**src/rtl/u8d_pkg.sv**
```systemverilog
`timescale 1ns / 1ps

package u8d_pkg;

    localparam int unsigned BYTE_W   = 8;
    localparam int unsigned CP_W     = 21;
    localparam int unsigned STATUS_W = 3;
    localparam int unsigned COUNT_W  = 16;

    localparam logic [COUNT_W-1:0] MAX_CHARS_RESET = 16'd4096;

    localparam logic [STATUS_W-1:0] ST_OK        = 3'd0;
    localparam logic [STATUS_W-1:0] ST_BAD_ENC   = 3'd1;
    localparam logic [STATUS_W-1:0] ST_CONTROL   = 3'd2;
    localparam logic [STATUS_W-1:0] ST_TOO_MANY  = 3'd3;
    localparam logic [STATUS_W-1:0] ST_TRUNCATED = 3'd4;

    localparam logic [CP_W-1:0] POINT_LIMIT    = 21'h10FFFF;
    localparam logic [CP_W-1:0] SURROGATE_LOW  = 21'h00D800;
    localparam logic [CP_W-1:0] SURROGATE_HIGH = 21'h00DFFF;

    localparam logic [1:0] CLASS_NONE = 2'd0;
    localparam logic [1:0] CLASS_TWO  = 2'd1;
    localparam logic [1:0] CLASS_THREE = 2'd2;
    localparam logic [1:0] CLASS_FOUR = 2'd3;

    typedef struct packed {
        logic [BYTE_W-1:0] text_byte;
        logic              end_of_text;
    } t_item;

    typedef struct packed {
        logic [CP_W-1:0]     code_point;
        logic [STATUS_W-1:0] status;
        logic                text_done;
    } t_result;

    function automatic logic [CP_W-1:0] class_minimum(input logic [1:0] mc);
        logic [CP_W-1:0] v;
        unique case (mc)
            CLASS_NONE:  v = 21'h000000;
            CLASS_TWO:   v = 21'h000080;
            CLASS_THREE: v = 21'h000800;
            CLASS_FOUR:  v = 21'h010000;
            default:     v = 21'h000000;
        endcase
        return v;
    endfunction

endpackage

```
**src/rtl/u8d_in_if.sv**
```systemverilog
`timescale 1ns / 1ps

interface u8d_in_if
    import u8d_pkg::*;
();
    logic              valid;
    logic              ready;
    logic [BYTE_W-1:0] text_byte;
    logic              end_of_text;

    modport source (output valid, output text_byte, output end_of_text, input ready);
    modport sink   (input valid, input text_byte, input end_of_text, output ready);
endinterface

```
**src/rtl/u8d_out_if.sv**
```systemverilog
`timescale 1ns / 1ps

interface u8d_out_if
    import u8d_pkg::*;
();
    logic                valid;
    logic                ready;
    logic [CP_W-1:0]     code_point;
    logic [STATUS_W-1:0] status;
    logic                text_done;

    modport source (output valid, output code_point, output status, output text_done,
                    input ready);
    modport sink   (input valid, input code_point, input status, input text_done,
                    output ready);
endinterface

```
**src/rtl/u8d_cfg_if.sv**
```systemverilog
`timescale 1ns / 1ps

interface u8d_cfg_if
    import u8d_pkg::*;
();
    logic               valid;
    logic               ready;
    logic [COUNT_W-1:0] max_characters;

    modport source (output valid, output max_characters, input ready);
    modport sink   (input valid, input max_characters, output ready);
endinterface

```
**src/rtl/utf8_validating_decoder.sv**
```systemverilog
`timescale 1ns / 1ps

// Strict UTF-8 decoder: one text byte per transaction in, at most one result
// per byte out (a code point on the byte that completes it, or one error
// result per text). Throughput is one byte per clock except while the input
// side stalls; a byte passes an input register, the decode logic, and an
// output register, which drives the result on the output. The input side
// stalls only while both the input and output registers hold data and the
// output is not ready.
// max_characters may be written only while no text is in flight.
module utf8_validating_decoder
    import u8d_pkg::*;
(
    input  logic      i_clk,
    input  logic      i_rst_n,
    u8d_in_if.sink    i_in,
    u8d_out_if.source o_out,
    u8d_cfg_if.sink   i_cfg
);

    logic               r_s1_valid;
    t_item              r_s1_item;
    logic [COUNT_W-1:0] r_max_chars;

    logic    free;
    logic    advance;
    logic    in_fire;
    logic    res_valid;
    t_result res;

    assign advance     = r_s1_valid && free;
    assign i_in.ready  = !r_s1_valid || advance;
    assign in_fire     = i_in.valid && i_in.ready;
    assign i_cfg.ready = 1'b1;

    always_ff @(posedge i_clk) begin
        if (!i_rst_n) begin
            r_s1_valid  <= 1'b0;
            r_max_chars <= MAX_CHARS_RESET;
        end else begin
            if (in_fire) begin
                r_s1_valid <= 1'b1;
            end else if (advance) begin
                r_s1_valid <= 1'b0;
            end
            if (i_cfg.valid) begin
                r_max_chars <= i_cfg.max_characters;
            end
        end
    end

    always_ff @(posedge i_clk) begin
        if (in_fire) begin
            r_s1_item.text_byte   <= i_in.text_byte;
            r_s1_item.end_of_text <= i_in.end_of_text;
        end
    end

    u8d_decode u_decode (
        .i_clk       (i_clk),
        .i_rst_n     (i_rst_n),
        .i_fire      (advance),
        .i_item      (r_s1_item),
        .i_max_chars (r_max_chars),
        .o_res_valid (res_valid),
        .o_res       (res)
    );

    u8d_outbuf u_outbuf (
        .i_clk   (i_clk),
        .i_rst_n (i_rst_n),
        .i_load  (advance && res_valid),
        .i_res   (res),
        .o_free  (free),
        .o_out   (o_out)
    );

    a_stage_holds: assert property (@(posedge i_clk) disable iff (!i_rst_n)
        (r_s1_valid && !advance) |=> (r_s1_valid && $stable(r_s1_item)))
        else $error("input stage lost a stalled byte");

endmodule

```
**src/rtl/u8d_decode.sv**
```systemverilog
`timescale 1ns / 1ps

module u8d_decode
    import u8d_pkg::*;
(
    input  logic               i_clk,
    input  logic               i_rst_n,
    input  logic               i_fire,
    input  t_item              i_item,
    input  logic [COUNT_W-1:0] i_max_chars,
    output logic               o_res_valid,
    output t_result            o_res
);

    logic [1:0]         r_pending, n_pending;
    logic [CP_W-1:0]    r_partial, n_partial;
    logic [1:0]         r_class, n_class;
    logic [COUNT_W-1:0] r_count, n_count;
    logic               r_err, n_err;

    logic [BYTE_W-1:0]   b;
    logic                last;
    logic                have;
    logic [STATUS_W-1:0] status;
    logic [CP_W-1:0]     cp;
    logic [1:0]          mc;
    logic [CP_W-1:0]     shifted;

    always_comb begin
        n_pending   = r_pending;
        n_partial   = r_partial;
        n_class     = r_class;
        n_count     = r_count;
        n_err       = r_err;
        b           = i_item.text_byte;
        last        = i_item.end_of_text;
        have        = 1'b0;
        status      = ST_OK;
        cp          = '0;
        mc          = CLASS_NONE;
        shifted     = {r_partial[CP_W-7:0], b[5:0]};
        o_res_valid = 1'b0;

        if (!r_err) begin
            if (r_pending == 2'd0) begin
                if (!b[7]) begin
                    cp   = {{(CP_W-BYTE_W){1'b0}}, b};
                    have = 1'b1;
                end else if (b >= 8'hC2 && b <= 8'hDF) begin
                    n_pending = 2'd1;
                    n_partial = {{(CP_W-5){1'b0}}, b[4:0]};
                    n_class   = CLASS_TWO;
                end else if (b >= 8'hE0 && b <= 8'hEF) begin
                    n_pending = 2'd2;
                    n_partial = {{(CP_W-4){1'b0}}, b[3:0]};
                    n_class   = CLASS_THREE;
                end else if (b >= 8'hF0 && b <= 8'hF4) begin
                    n_pending = 2'd3;
                    n_partial = {{(CP_W-3){1'b0}}, b[2:0]};
                    n_class   = CLASS_FOUR;
                end else begin
                    status = ST_BAD_ENC;
                end
            end else if (b[7:6] != 2'b10) begin
                status = ST_BAD_ENC;
            end else begin
                n_pending = r_pending - 2'd1;
                if (r_pending == 2'd1) begin
                    cp        = shifted;
                    mc        = r_class;
                    have      = 1'b1;
                    n_partial = '0;
                    n_class   = CLASS_NONE;
                end else begin
                    n_partial = shifted;
                end
            end

            if (have) begin
                if (cp < class_minimum(mc) || cp > POINT_LIMIT ||
                    (cp >= SURROGATE_LOW && cp <= SURROGATE_HIGH)) begin
                    status = ST_BAD_ENC;
                end else if (cp < 21'd32 && cp != 21'd10 && cp != 21'd13 && cp != 21'd9) begin
                    status = ST_CONTROL;
                end else if (r_count >= i_max_chars) begin
                    status = ST_TOO_MANY;
                end else begin
                    n_count = r_count + 1'b1;
                end
            end else if (status == ST_OK && last) begin
                status = ST_TRUNCATED;
            end

            o_res_valid = have || (status != ST_OK);
            if (status != ST_OK) begin
                n_err = 1'b1;
            end
        end

        if (last) begin
            n_pending = 2'd0;
            n_partial = '0;
            n_class   = CLASS_NONE;
            n_count   = '0;
            n_err     = 1'b0;
        end

        o_res.code_point = (status == ST_OK) ? cp : '0;
        o_res.status     = status;
        o_res.text_done  = last;
    end

    always_ff @(posedge i_clk) begin
        if (!i_rst_n) begin
            r_pending <= 2'd0;
            r_partial <= '0;
            r_class   <= CLASS_NONE;
            r_count   <= '0;
            r_err     <= 1'b0;
        end else if (i_fire) begin
            r_pending <= n_pending;
            r_partial <= n_partial;
            r_class   <= n_class;
            r_count   <= n_count;
            r_err     <= n_err;
        end
    end

    a_class_tracks_pending: assert property (@(posedge i_clk) disable iff (!i_rst_n)
        (r_pending == 2'd0) == (r_class == CLASS_NONE))
        else $error("sequence class out of step with pending count");

    a_clear_on_last: assert property (@(posedge i_clk) disable iff (!i_rst_n)
        (i_fire && i_item.end_of_text) |=>
            (r_pending == 2'd0 && r_count == '0 && !r_err))
        else $error("text state not cleared after last byte");

    a_no_result_when_latched: assert property (@(posedge i_clk) disable iff (!i_rst_n)
        r_err |-> !o_res_valid)
        else $error("result produced after latched error");

    a_ok_in_range: assert property (@(posedge i_clk) disable iff (!i_rst_n)
        (o_res_valid && o_res.status == ST_OK) |->
            (o_res.code_point <= POINT_LIMIT &&
             (o_res.code_point < SURROGATE_LOW || o_res.code_point > SURROGATE_HIGH)))
        else $error("accepted code point outside scalar range");

endmodule

```
**src/rtl/u8d_outbuf.sv**
```systemverilog
`timescale 1ns / 1ps

module u8d_outbuf
    import u8d_pkg::*;
(
    input  logic    i_clk,
    input  logic    i_rst_n,
    input  logic    i_load,
    input  t_result i_res,
    output logic    o_free,
    u8d_out_if.source o_out
);

    logic    r_valid;
    t_result r_res;

    assign o_free = !r_valid || o_out.ready;

    always_ff @(posedge i_clk) begin
        if (!i_rst_n) begin
            r_valid <= 1'b0;
        end else if (o_free) begin
            r_valid <= i_load;
        end
    end

    always_ff @(posedge i_clk) begin
        if (o_free && i_load) begin
            r_res <= i_res;
        end
    end

    assign o_out.valid      = r_valid;
    assign o_out.code_point = r_res.code_point;
    assign o_out.status     = r_res.status;
    assign o_out.text_done  = r_res.text_done;

    a_error_zero_point: assert property (@(posedge i_clk) disable iff (!i_rst_n)
        (r_valid && r_res.status != ST_OK) |-> (r_res.code_point == '0))
        else $error("error transaction carries a code point");

endmodule

```
**src/flat_wrapper.sv**
```systemverilog
// flat-port wrapper written by rule: the top's interface ports become plain ports
module utf8_validating_decoder_flat import u8d_pkg::*;
  (i_clk, i_rst_n, i_in_valid, i_in_text_byte, i_in_end_of_text, i_in_ready, o_out_valid, o_out_code_point, o_out_status, o_out_text_done, o_out_ready, i_cfg_valid, i_cfg_max_characters, i_cfg_ready);
  u8d_in_if i_in_i ();
  u8d_out_if o_out_i ();
  u8d_cfg_if i_cfg_i ();
  input  logic i_clk;
  input  logic i_rst_n;
  input wire logic [$bits(i_in_i.valid)-1:0] i_in_valid;
  input wire logic [$bits(i_in_i.text_byte)-1:0] i_in_text_byte;
  input wire logic [$bits(i_in_i.end_of_text)-1:0] i_in_end_of_text;
  output wire logic [$bits(i_in_i.ready)-1:0] i_in_ready;
  output wire logic [$bits(o_out_i.valid)-1:0] o_out_valid;
  output wire logic [$bits(o_out_i.code_point)-1:0] o_out_code_point;
  output wire logic [$bits(o_out_i.status)-1:0] o_out_status;
  output wire logic [$bits(o_out_i.text_done)-1:0] o_out_text_done;
  input wire logic [$bits(o_out_i.ready)-1:0] o_out_ready;
  input wire logic [$bits(i_cfg_i.valid)-1:0] i_cfg_valid;
  input wire logic [$bits(i_cfg_i.max_characters)-1:0] i_cfg_max_characters;
  output wire logic [$bits(i_cfg_i.ready)-1:0] i_cfg_ready;
  assign i_in_i.valid = i_in_valid;
  assign i_in_i.text_byte = i_in_text_byte;
  assign i_in_i.end_of_text = i_in_end_of_text;
  assign i_in_ready = i_in_i.ready;
  assign o_out_valid = o_out_i.valid;
  assign o_out_code_point = o_out_i.code_point;
  assign o_out_status = o_out_i.status;
  assign o_out_text_done = o_out_i.text_done;
  assign o_out_i.ready = o_out_ready;
  assign i_cfg_i.valid = i_cfg_valid;
  assign i_cfg_i.max_characters = i_cfg_max_characters;
  assign i_cfg_ready = i_cfg_i.ready;
  utf8_validating_decoder u_core (.i_clk(i_clk), .i_rst_n(i_rst_n), .i_in(i_in_i), .o_out(o_out_i), .i_cfg(i_cfg_i));
endmodule
```
**config.mk**
```make
export PLATFORM = sky130hd
export DESIGN_NAME = utf8_validating_decoder_flat
export DESIGN_NICKNAME = d
export VERILOG_FILES = /design/src/rtl/u8d_pkg.sv /design/src/rtl/u8d_in_if.sv /design/src/rtl/u8d_out_if.sv /design/src/rtl/u8d_cfg_if.sv /design/src/rtl/utf8_validating_decoder.sv /design/src/rtl/u8d_decode.sv /design/src/rtl/u8d_outbuf.sv /design/src/flat_wrapper.sv
export SDC_FILE = /design/constraint.sdc
export NUM_CORES = 1
export LEC_CHECK = 0
export BUFFER_PORTS_ARGS = -buffer_cell sky130_fd_sc_hd__buf_2
export CORE_MARGIN = 3
export CORE_UTILIZATION = 45
export CTS_CLUSTER_DIAMETER = 80
export DETAILED_ROUTE_END_ITERATION = 7
export SLEW_MARGIN = 40
export SYNTH_ARGS = -nofsm -noshare
export SYNTH_HDL_FRONTEND = slang
export SYNTH_HIERARCHICAL = 1
export SYNTH_SLANG_ARGS = --single-unit
```
**constraint.sdc**
```tcl
create_clock -name i_clk -period 5 [get_ports i_clk]
set_clock_uncertainty 0.05 [all_clocks]
set_input_delay 0.75 -clock i_clk [delete_from_list [all_inputs] [get_ports i_clk]]
set_output_delay 0.75 -clock i_clk [all_outputs]
set_load 0.1 [all_outputs]
```
==> results.cfg, run 1 <==
[power]
switching_share_pct = 30.5
p_leak_nw = 1.87
switchingPower_mw = 0.450
power_frac_seq_pct = 53.6
powerDensity_nw_per_um2 = 291
intPower_mw = 1.02
vdd_drop_max_mv = 0.138
pwr-share-comb_pct = 14.7
p_clk_share_pct = 31.7

[yosys]
yosysWarnings = 6
ys_types = 61
synth-seq-cells = 88
synth_seq_area_share_pct = 46.2
synth_top_area_share_pct = 23.7
synth_area_leader_cell = dfxtp_1
synth_area_per_cell_um2 = 9.90
synth_area_um2 = 4550
syn_inst = 460
synth_flop_cell = dfxtp_1
synth_edf_count = 34
synth_area_leaders = dfxtp_1 (24%), edfxtp_1 (22%), ha_1 (5.2%)
synthesis.nets = 509
synth_async_sr_flop_share_pct = 0

[placed_design]
dpl.hpwl_um = 7140
numPortBuffers = 56
place.gp.congestion = 0.855
dp.cells = 625
dp_slack_ps = 1240

[critical_path]
crit_arrival_ps = 3830
crit_end = u_core/u_outbuf/o_out.code_point[11]
r2r-end = u_core/u_outbuf/o_out.code_point[11]
crit_type = register to register
startpoint = u_core/r_s1_item[7]
crit_path_start_kind = register
cp_max_fo = 25
regToRegStartpoint = u_core/r_s1_item[7]
critPathRequiredTime_ps = 4990
r2r_slack_ps = 1160
ff2ff_path_depth = 10
cp-end-kind = register

[outcome]
status = complete, no violations

[cts]
clk_pin_slew_worst_paths_ps = 90
post_cts_buffers = 0
max-clock-path-buffers = 2
cts_resized = 0
ctsHoldBuffers = 0
clock_sinks = 88
cts_made_buffers = 9
clock-root-buffer = clkbuf_8
h-tree-depth = 3
cts_tree = done
clock_latency_ps = 370

[die]
ios = 58
core_um2 = 9820
die_h_um = 107
start_util_pct = 46.4
rows = 36
die_w_um = 107
die_area_um2 = 11400

[sta]
max_freq_ghz = 0.260
setup_viol_count_final = 0
hold_viol_final = 0
maxSlewViolCount = 0
fin_crit_sh_pct = 76.9
fin_setup_tns_ps = 0
tightest_slew_ps = 780
maxSlewHeadroom_pct = 47.3
rsz0062_at_grt = no
layout_min_cycle_time_ps = 3840
timing.final.ws_setup_ps = 1160

[global_route]
grt_overflow = 0
grtUsageTotal_pct = 18.4
grt_pass1_vias = 3286
grt_max_degree = 45
antenna_found_initial = 0
grt_pass1_wl_um = 16500

[detailed_routing]
num_vias = 3446
wire_per_inst_um = 15.8
routed_via_density = 5.38
drc = 0
drt_iter0_drc = 167
wl_um = 10100
ant_nets = 0
firstDrtPassIters = 4

[final_layout]
post-route-util_pct = 51.7
fin_cells = 641
syn_to_final_growth_pct = 11.4
drive_gt1_share_pct = 16.7
antennaDiodeCount = 0
seq_area_um2 = 2100
fillCellCount = 977
multi_input_area_um2 = 2230
fin_nets = 552

[worst_hold_path]
holdPathStages = 2
hold_path.class = register to register

[job]
cap_violations = 0
sequential cells by signal, summed over array words and instances, names as in the netlist:
register,cells
u_core/u_decode/r_err,1
u_core/r_s1_valid,1
u_core/u_outbuf/o_out.text_done,1
u_core/r_s1_item,9
u_core/u_decode/r_count,16
u_core/u_outbuf/o_out.valid,1
u_core/u_outbuf/o_out.code_point,21
u_core/u_decode/r_class,2
u_core/u_outbuf/o_out.status,3
u_core/u_decode/r_pending,2
u_core/r_max_chars,16
u_core/u_decode/r_partial,15
cells in the mapped netlist (all sizes together) (3+ instances only):
cell type and n:
a211oi 3, a21boi 18, a21oi 15, a31oi 5
and2 26, and3 6, buf 10, clkbuf 16
dfxtp 54, edfxtp 34, ha 19, inv 26
mux2i 23, nand2 38, nand2b 8, nand3 14
nand4 4, nand4b 3, nor2 15, nor2b 17
nor3 10, nor4 14, o211ai 7, o21a 5
o21ai 25, o31a 4, o31ai 7, or4 9
metal layers:
metal / vias up / global-route usage [%] / routed length, um
met5: - / 0 / 0
met4: 0 / 6.30 / 131
met3: 10 / 3.61 / 434
met2: 74 / 28.1 / 4440
met1: 1610 / 26.0 / 5110
li1: 1752 / - / -
cell usage in the layout (no fill, tap or decap), types with 14 or more instances in the layout:
master,synthesis,final
mux2i_1,23,23
a21oi_1,15,14
nor2b_1,17,17
ha_1,19,19
edfxtp_1,34,34
and2_1,24,24
buf_2,4,56
nand2_1,38,38
nor2_1,15,15
nand3_1,14,14
inv_1,26,26
o21ai_0,24,24
dfxtp_1,54,54
a21boi_0,17,17
area by class of cell:
class                      instances  share of cell area [%]
clock buffer                      11                    2.79
clock inverter                     5                   0.789
inverter                          26                    1.92
multi-input combinational        320                    43.9
sequential                        88                    41.4
tap                              133                    3.28
timing repair buffer              58                    5.89
metrics by stage:
step / instance area [um2] / hold WS [ps] / power (mW)
floorplan: 4550 / 392 / 0.978
CTS: 5070 / 451 / 1.50
detailed placement: 4890 / 426 / 1.02
finish: 5070 / 441 / 1.47
global route: 5070 / 467 / 1.55
global placement: 4860 / 415 / 1.02
worst max-delay path, stage by stage, from the launching register on:
cell,delay [ps]
edfxtp_1,530
nor4bb_1,730
nand3_1,160
ha_1,300
o41a_1,120
or4_4,530
o311ai_4,220
o21ai_1,100
a31oi_1,200
and3_1,200
and2_4,370
kinds of logic after synthesis:
kind of cell,after synthesis,share of synthesized area (%)
DFF,88,46.2
AOI/OAI and AO/OA,101,15.2
other,1,0.0823
and+or+nand+nor,176,22.8
buffers and inverters,52,5.41
adders and majority gates,19,5.22
muxes,23,5.05
power groups by stage:
stage               sequential, mW  clock, mW  combinational, mW
CTS                          0.791      0.487              0.218
floorplan                    0.876          0              0.102
global placement             0.806          0              0.211
finish                       0.791      0.468              0.216
global route                 0.794      0.521              0.231
detailed placement           0.807          0              0.217
how the worst min path moves through the flow:
stage / from / to / slack (ps)
floorplan: u_core/r_max_chars[12] / u_core/r_max_chars[12] / 390
global placement: u_core/r_max_chars[12] / u_core/r_max_chars[12] / 410
detailed placement: u_core/r_max_chars[12] / u_core/r_max_chars[12] / 430
CTS: u_core/u_decode/r_count[13] / u_core/u_decode/r_count[13] / 450
global route: u_core/u_decode/r_count[11] / u_core/u_decode/r_count[11] / 470
finish: u_core/r_max_chars[12] / u_core/r_max_chars[12] / 440
Note: power is estimated with default switching activity, not from simulation.
==> run 2: changes to the inputs <==
--- a/config.mk
+++ b/config.mk
@@ -5,6 +5,7 @@
 export SDC_FILE = /design/constraint.sdc
 export NUM_CORES = 1
 export LEC_CHECK = 0
+export ABC_AREA = 1
 export BUFFER_PORTS_ARGS = -buffer_cell sky130_fd_sc_hd__buf_2
 export CORE_MARGIN = 3
 export CORE_UTILIZATION = 45
==> constraint.sdc (replaced) <==
create_clock -name i_clk -period 4 [get_ports i_clk]
set_clock_uncertainty 0.05 [all_clocks]
set_input_delay 0.6 -clock i_clk [delete_from_list [all_inputs] [get_ports i_clk]]
set_output_delay 0.6 -clock i_clk [all_outputs]
set_load 0.1 [all_outputs]
==> run 2 against run 1 <==
Power increased by 43%. First-iteration DRC count rose by 22%. Non-clock buffer count grew 5. Clock power is 41% higher. Critical path type unchanged. Critical endpoint is now u_core/u_outbuf/o_out.text_done. Highest routed layer unchanged.
==> results.cfg, run 2 <==
[final_layout]
finalInstanceArea_um2 = 5290
largest_reg_flops = 21
antennaDiodeCount = 0
layout_common_cells = nand2_1 (112), nor2_1 (98), inv_1 (71), buf_2 (56), dfxtp_1 (54)
fin_nets = 712
regMostFlops = u_core/u_outbuf/o_out.code_point
fillCellCount = 995
final_common_cell = nand2_1
drive_gt1_share_pct = 17.7
reg_top3 = u_core/u_outbuf/o_out.code_point x21, u_core/r_max_chars x16, u_core/u_decode/r_count x16
syn_to_final_growth_pct = 12.7

[worst_hold_path]
hold_path.class = primary input to register
min_to = u_core/r_s1_item[2]
worstHoldStart = i_in_text_byte[1]
holdPathStages = 1

[detailed_routing]
drt_iter0_drc = 203
num_vias = 4022
firstDrtPassIters = 5
drt-met1-wl_um = 5270
wl_um = 10400
route.met2.wl_um = 4460
ant_nets = 0
wl_met3_um = 485
topRoutingLayerUsed = met4
drc = 0
wire_per_inst_um = 13.0
routed_via_density = 5.02

[yosys]
synth_edf_count = 34
synth_async_sr_flop_share_pct = 0
synth_top_area_share_pct = 23.0
synthMuxAreaShare_pct = 0
yosysMostFrequentCell = nand2_1
yosysWarnings = 6
synth_top_family_by_area = simple AND/OR/NAND/NOR gates
synth_area_per_cell_um2 = 7.73
synth-compound-area-share_pct = 10.8
synth_seq_area_share_pct = 44.8
synthSimpleGateAreaFrac_pct = 28.3
ys_types = 40
yosys.area_share.adder_pct = 5.06
synth_area_leaders = dfxtp_1 (23%), edfxtp_1 (22%), nand2_1 (9.0%)
synthTopCellsByCount = nand2_1 (112), nor2_1 (98), inv_1 (71), dfxtp_1 (54), a21oi_1 (47)
synth_xor_area_share_pct = 2.24
synth-seq-cells = 88
synth_area_um2 = 4700
synthesis.nets = 657
synth_area_leader_cell = dfxtp_1
synth_flop_cell = dfxtp_1
syn_inst = 608

[power]
p_leak_nw = 2.27
power_frac_seq_pct = 48.1
p_clk_share_pct = 31.3
switchingPower_mw = 0.687
powerDensity_nw_per_um2 = 399
switching_share_pct = 32.5
pwr-share-comb_pct = 20.6
power_mw = 2.11
intPower_mw = 1.43
vdd_drop_max_mv = 0.177

[critical_path]
ff2ff_path_depth = 24
r2r_slack_ps = 550
cpPeakStageDelay_ps = 430
critPathSlowestCell = edfxtp_1
crit_type = register to register
r2r-end = u_core/u_outbuf/o_out.text_done
critPathRequiredTime_ps = 3990
cp-end-kind = register
crit_path_start_kind = register
path_cells = inv_1 > nand2_2 > nor2_4 > buf_4 > nand2_2 > inv_1 > ha_1 > inv_1 > nor2_1 > nand2_1 > nor2_1 > nand2_1 > nand2_1 > nand4_2 > nor2_1 > nor2_1 > nand3_1 > nand2_1 > inv_1 > inv_1 > nor2_1 > inv_1 > a21oi_2 > buf_4
startpoint = u_core/r_s1_item[7]
crit_top_cell = inv_1
crit_arrival_ps = 3450
regToRegStartpoint = u_core/r_s1_item[7]
cp_max_fo = 25

[placed_design]
dpl.hpwl_um = 7860
dpl_cell_area_um2 = 5080
place.gp.congestion = 0.839
numPortBuffers = 56

[job]
cap_violations = 0

[cts]
clock_sinks = 88
clk_pin_slew_worst_paths_ps = 90
post_cts_buffers = 0
max-clock-path-buffers = 2
cts_resized = 0
cts_made_buffers = 9
h-tree-depth = 3
ctsHoldBuffers = 0
clock-root-buffer = clkbuf_8
clock_latency_ps = 370
cts_tree = done

[sta]
max_freq_ghz = 0.290
hold_viol_final = 0
rsz0062_at_grt = no
setup_viol_count_final = 0
tightest_slew_ps = 674
layout_min_cycle_time_ps = 3450
fin_crit_sh_pct = 86.4
maxSlewViolCount = 0
fin_setup_tns_ps = 0
maxSlewHeadroom_pct = 55.1

[die]
die_area_um2 = 11700
core_um2 = 9950
rows = 36
die_h_um = 108
start_util_pct = 47.2
die_w_um = 108
ios = 58

[outcome]
status = complete, no violations

[global_route]
antenna_found_initial = 0
grtUsageTotal_pct = 18.8
grt_max_degree = 26
grt_pass1_wl_um = 17300
grt_overflow = 0
grt_pass1_vias = 3664
run 2: cell count changes in the layout (fill, tap and decap cells not counted), sizes merged, moves of 24 or more:
cell	change
and2	-24
nand2	+78
nor2	+106
inv	+48
nand3	+31
a21oi	+34
run 2: logic make-up after synthesis:
| logic type | count (synthesis) |
|---|---|
| AOI/OAI and AO/OA | 89 |
| xor gates and xnor gates | 12 |
| adders and majority gates | 19 |
| buffers and inverters | 96 |
| DFF | 88 |
| other | 1 |
| and+or+nand+nor | 303 |
run 2: area by class of cell:
type,count,area [um2],share of cell area [%]
inverter,77,289,5.46
multi-input combinational,424,2190,41.3
sequential,88,2100,39.7
clock inverter,4,48.8,0.922
timing repair buffer,63,333,6.29
tap,133,166,3.14
clock buffer,12,166,3.14
run 2: through the flow:
step	worst slack, ps	utilization [%]	hold slack [ps]	std cells
CTS	518	53.2	334	801
floorplan	527	-	379	608
finish	546	53.2	352	801
global placement	706	51.0	398	785
detailed placement	553	51.0	400	785
global route	157	53.2	341	801
run 2: worst max-delay path by stage:
stage	end	slack, ps
finish	u_core/u_outbuf/o_out.text_done	550
global route	u_core/u_outbuf/o_out.code_point[12]	160
CTS	u_core/u_outbuf/o_out.code_point[12]	520
detailed placement	u_core/u_outbuf/o_out.code_point[1]	550
global placement	u_core/u_outbuf/o_out.code_point[3]	710
floorplan	u_core/u_outbuf/o_out.code_point[0]	530
run 2: critical path: cells and delay by family (launching register included):
family | cells | cell delay [ps]
AOI/OAI and AO/OA | 1 | 100
adders and majority gates | 1 | 150
buffers and inverters | 8 | 880
DFF | 1 | 430
and+or+nand+nor | 14 | 1520
run 2: per-layer routing:
metal / track usage [%] / vias up
met5: 0 / -
met4: 6.76 / 0
met3: 3.04 / 14
met2: 27.5 / 88
met1: 27.9 / 1832
li1: - / 2088
run 2: power groups by stage:
| stage | logic [mW] | clock network (mW) | registers [mW] |
|---|---|---|---|
| after floorplan | 0.232 | 0 | 1.16 |
| after detailed placement | 0.436 | 0 | 1.04 |
| after global routing | 0.476 | 0.714 | 1.02 |
| final | 0.435 | 0.661 | 1.02 |
| after global placement | 0.431 | 0 | 1.04 |
| after CTS | 0.437 | 0.681 | 1.02 |
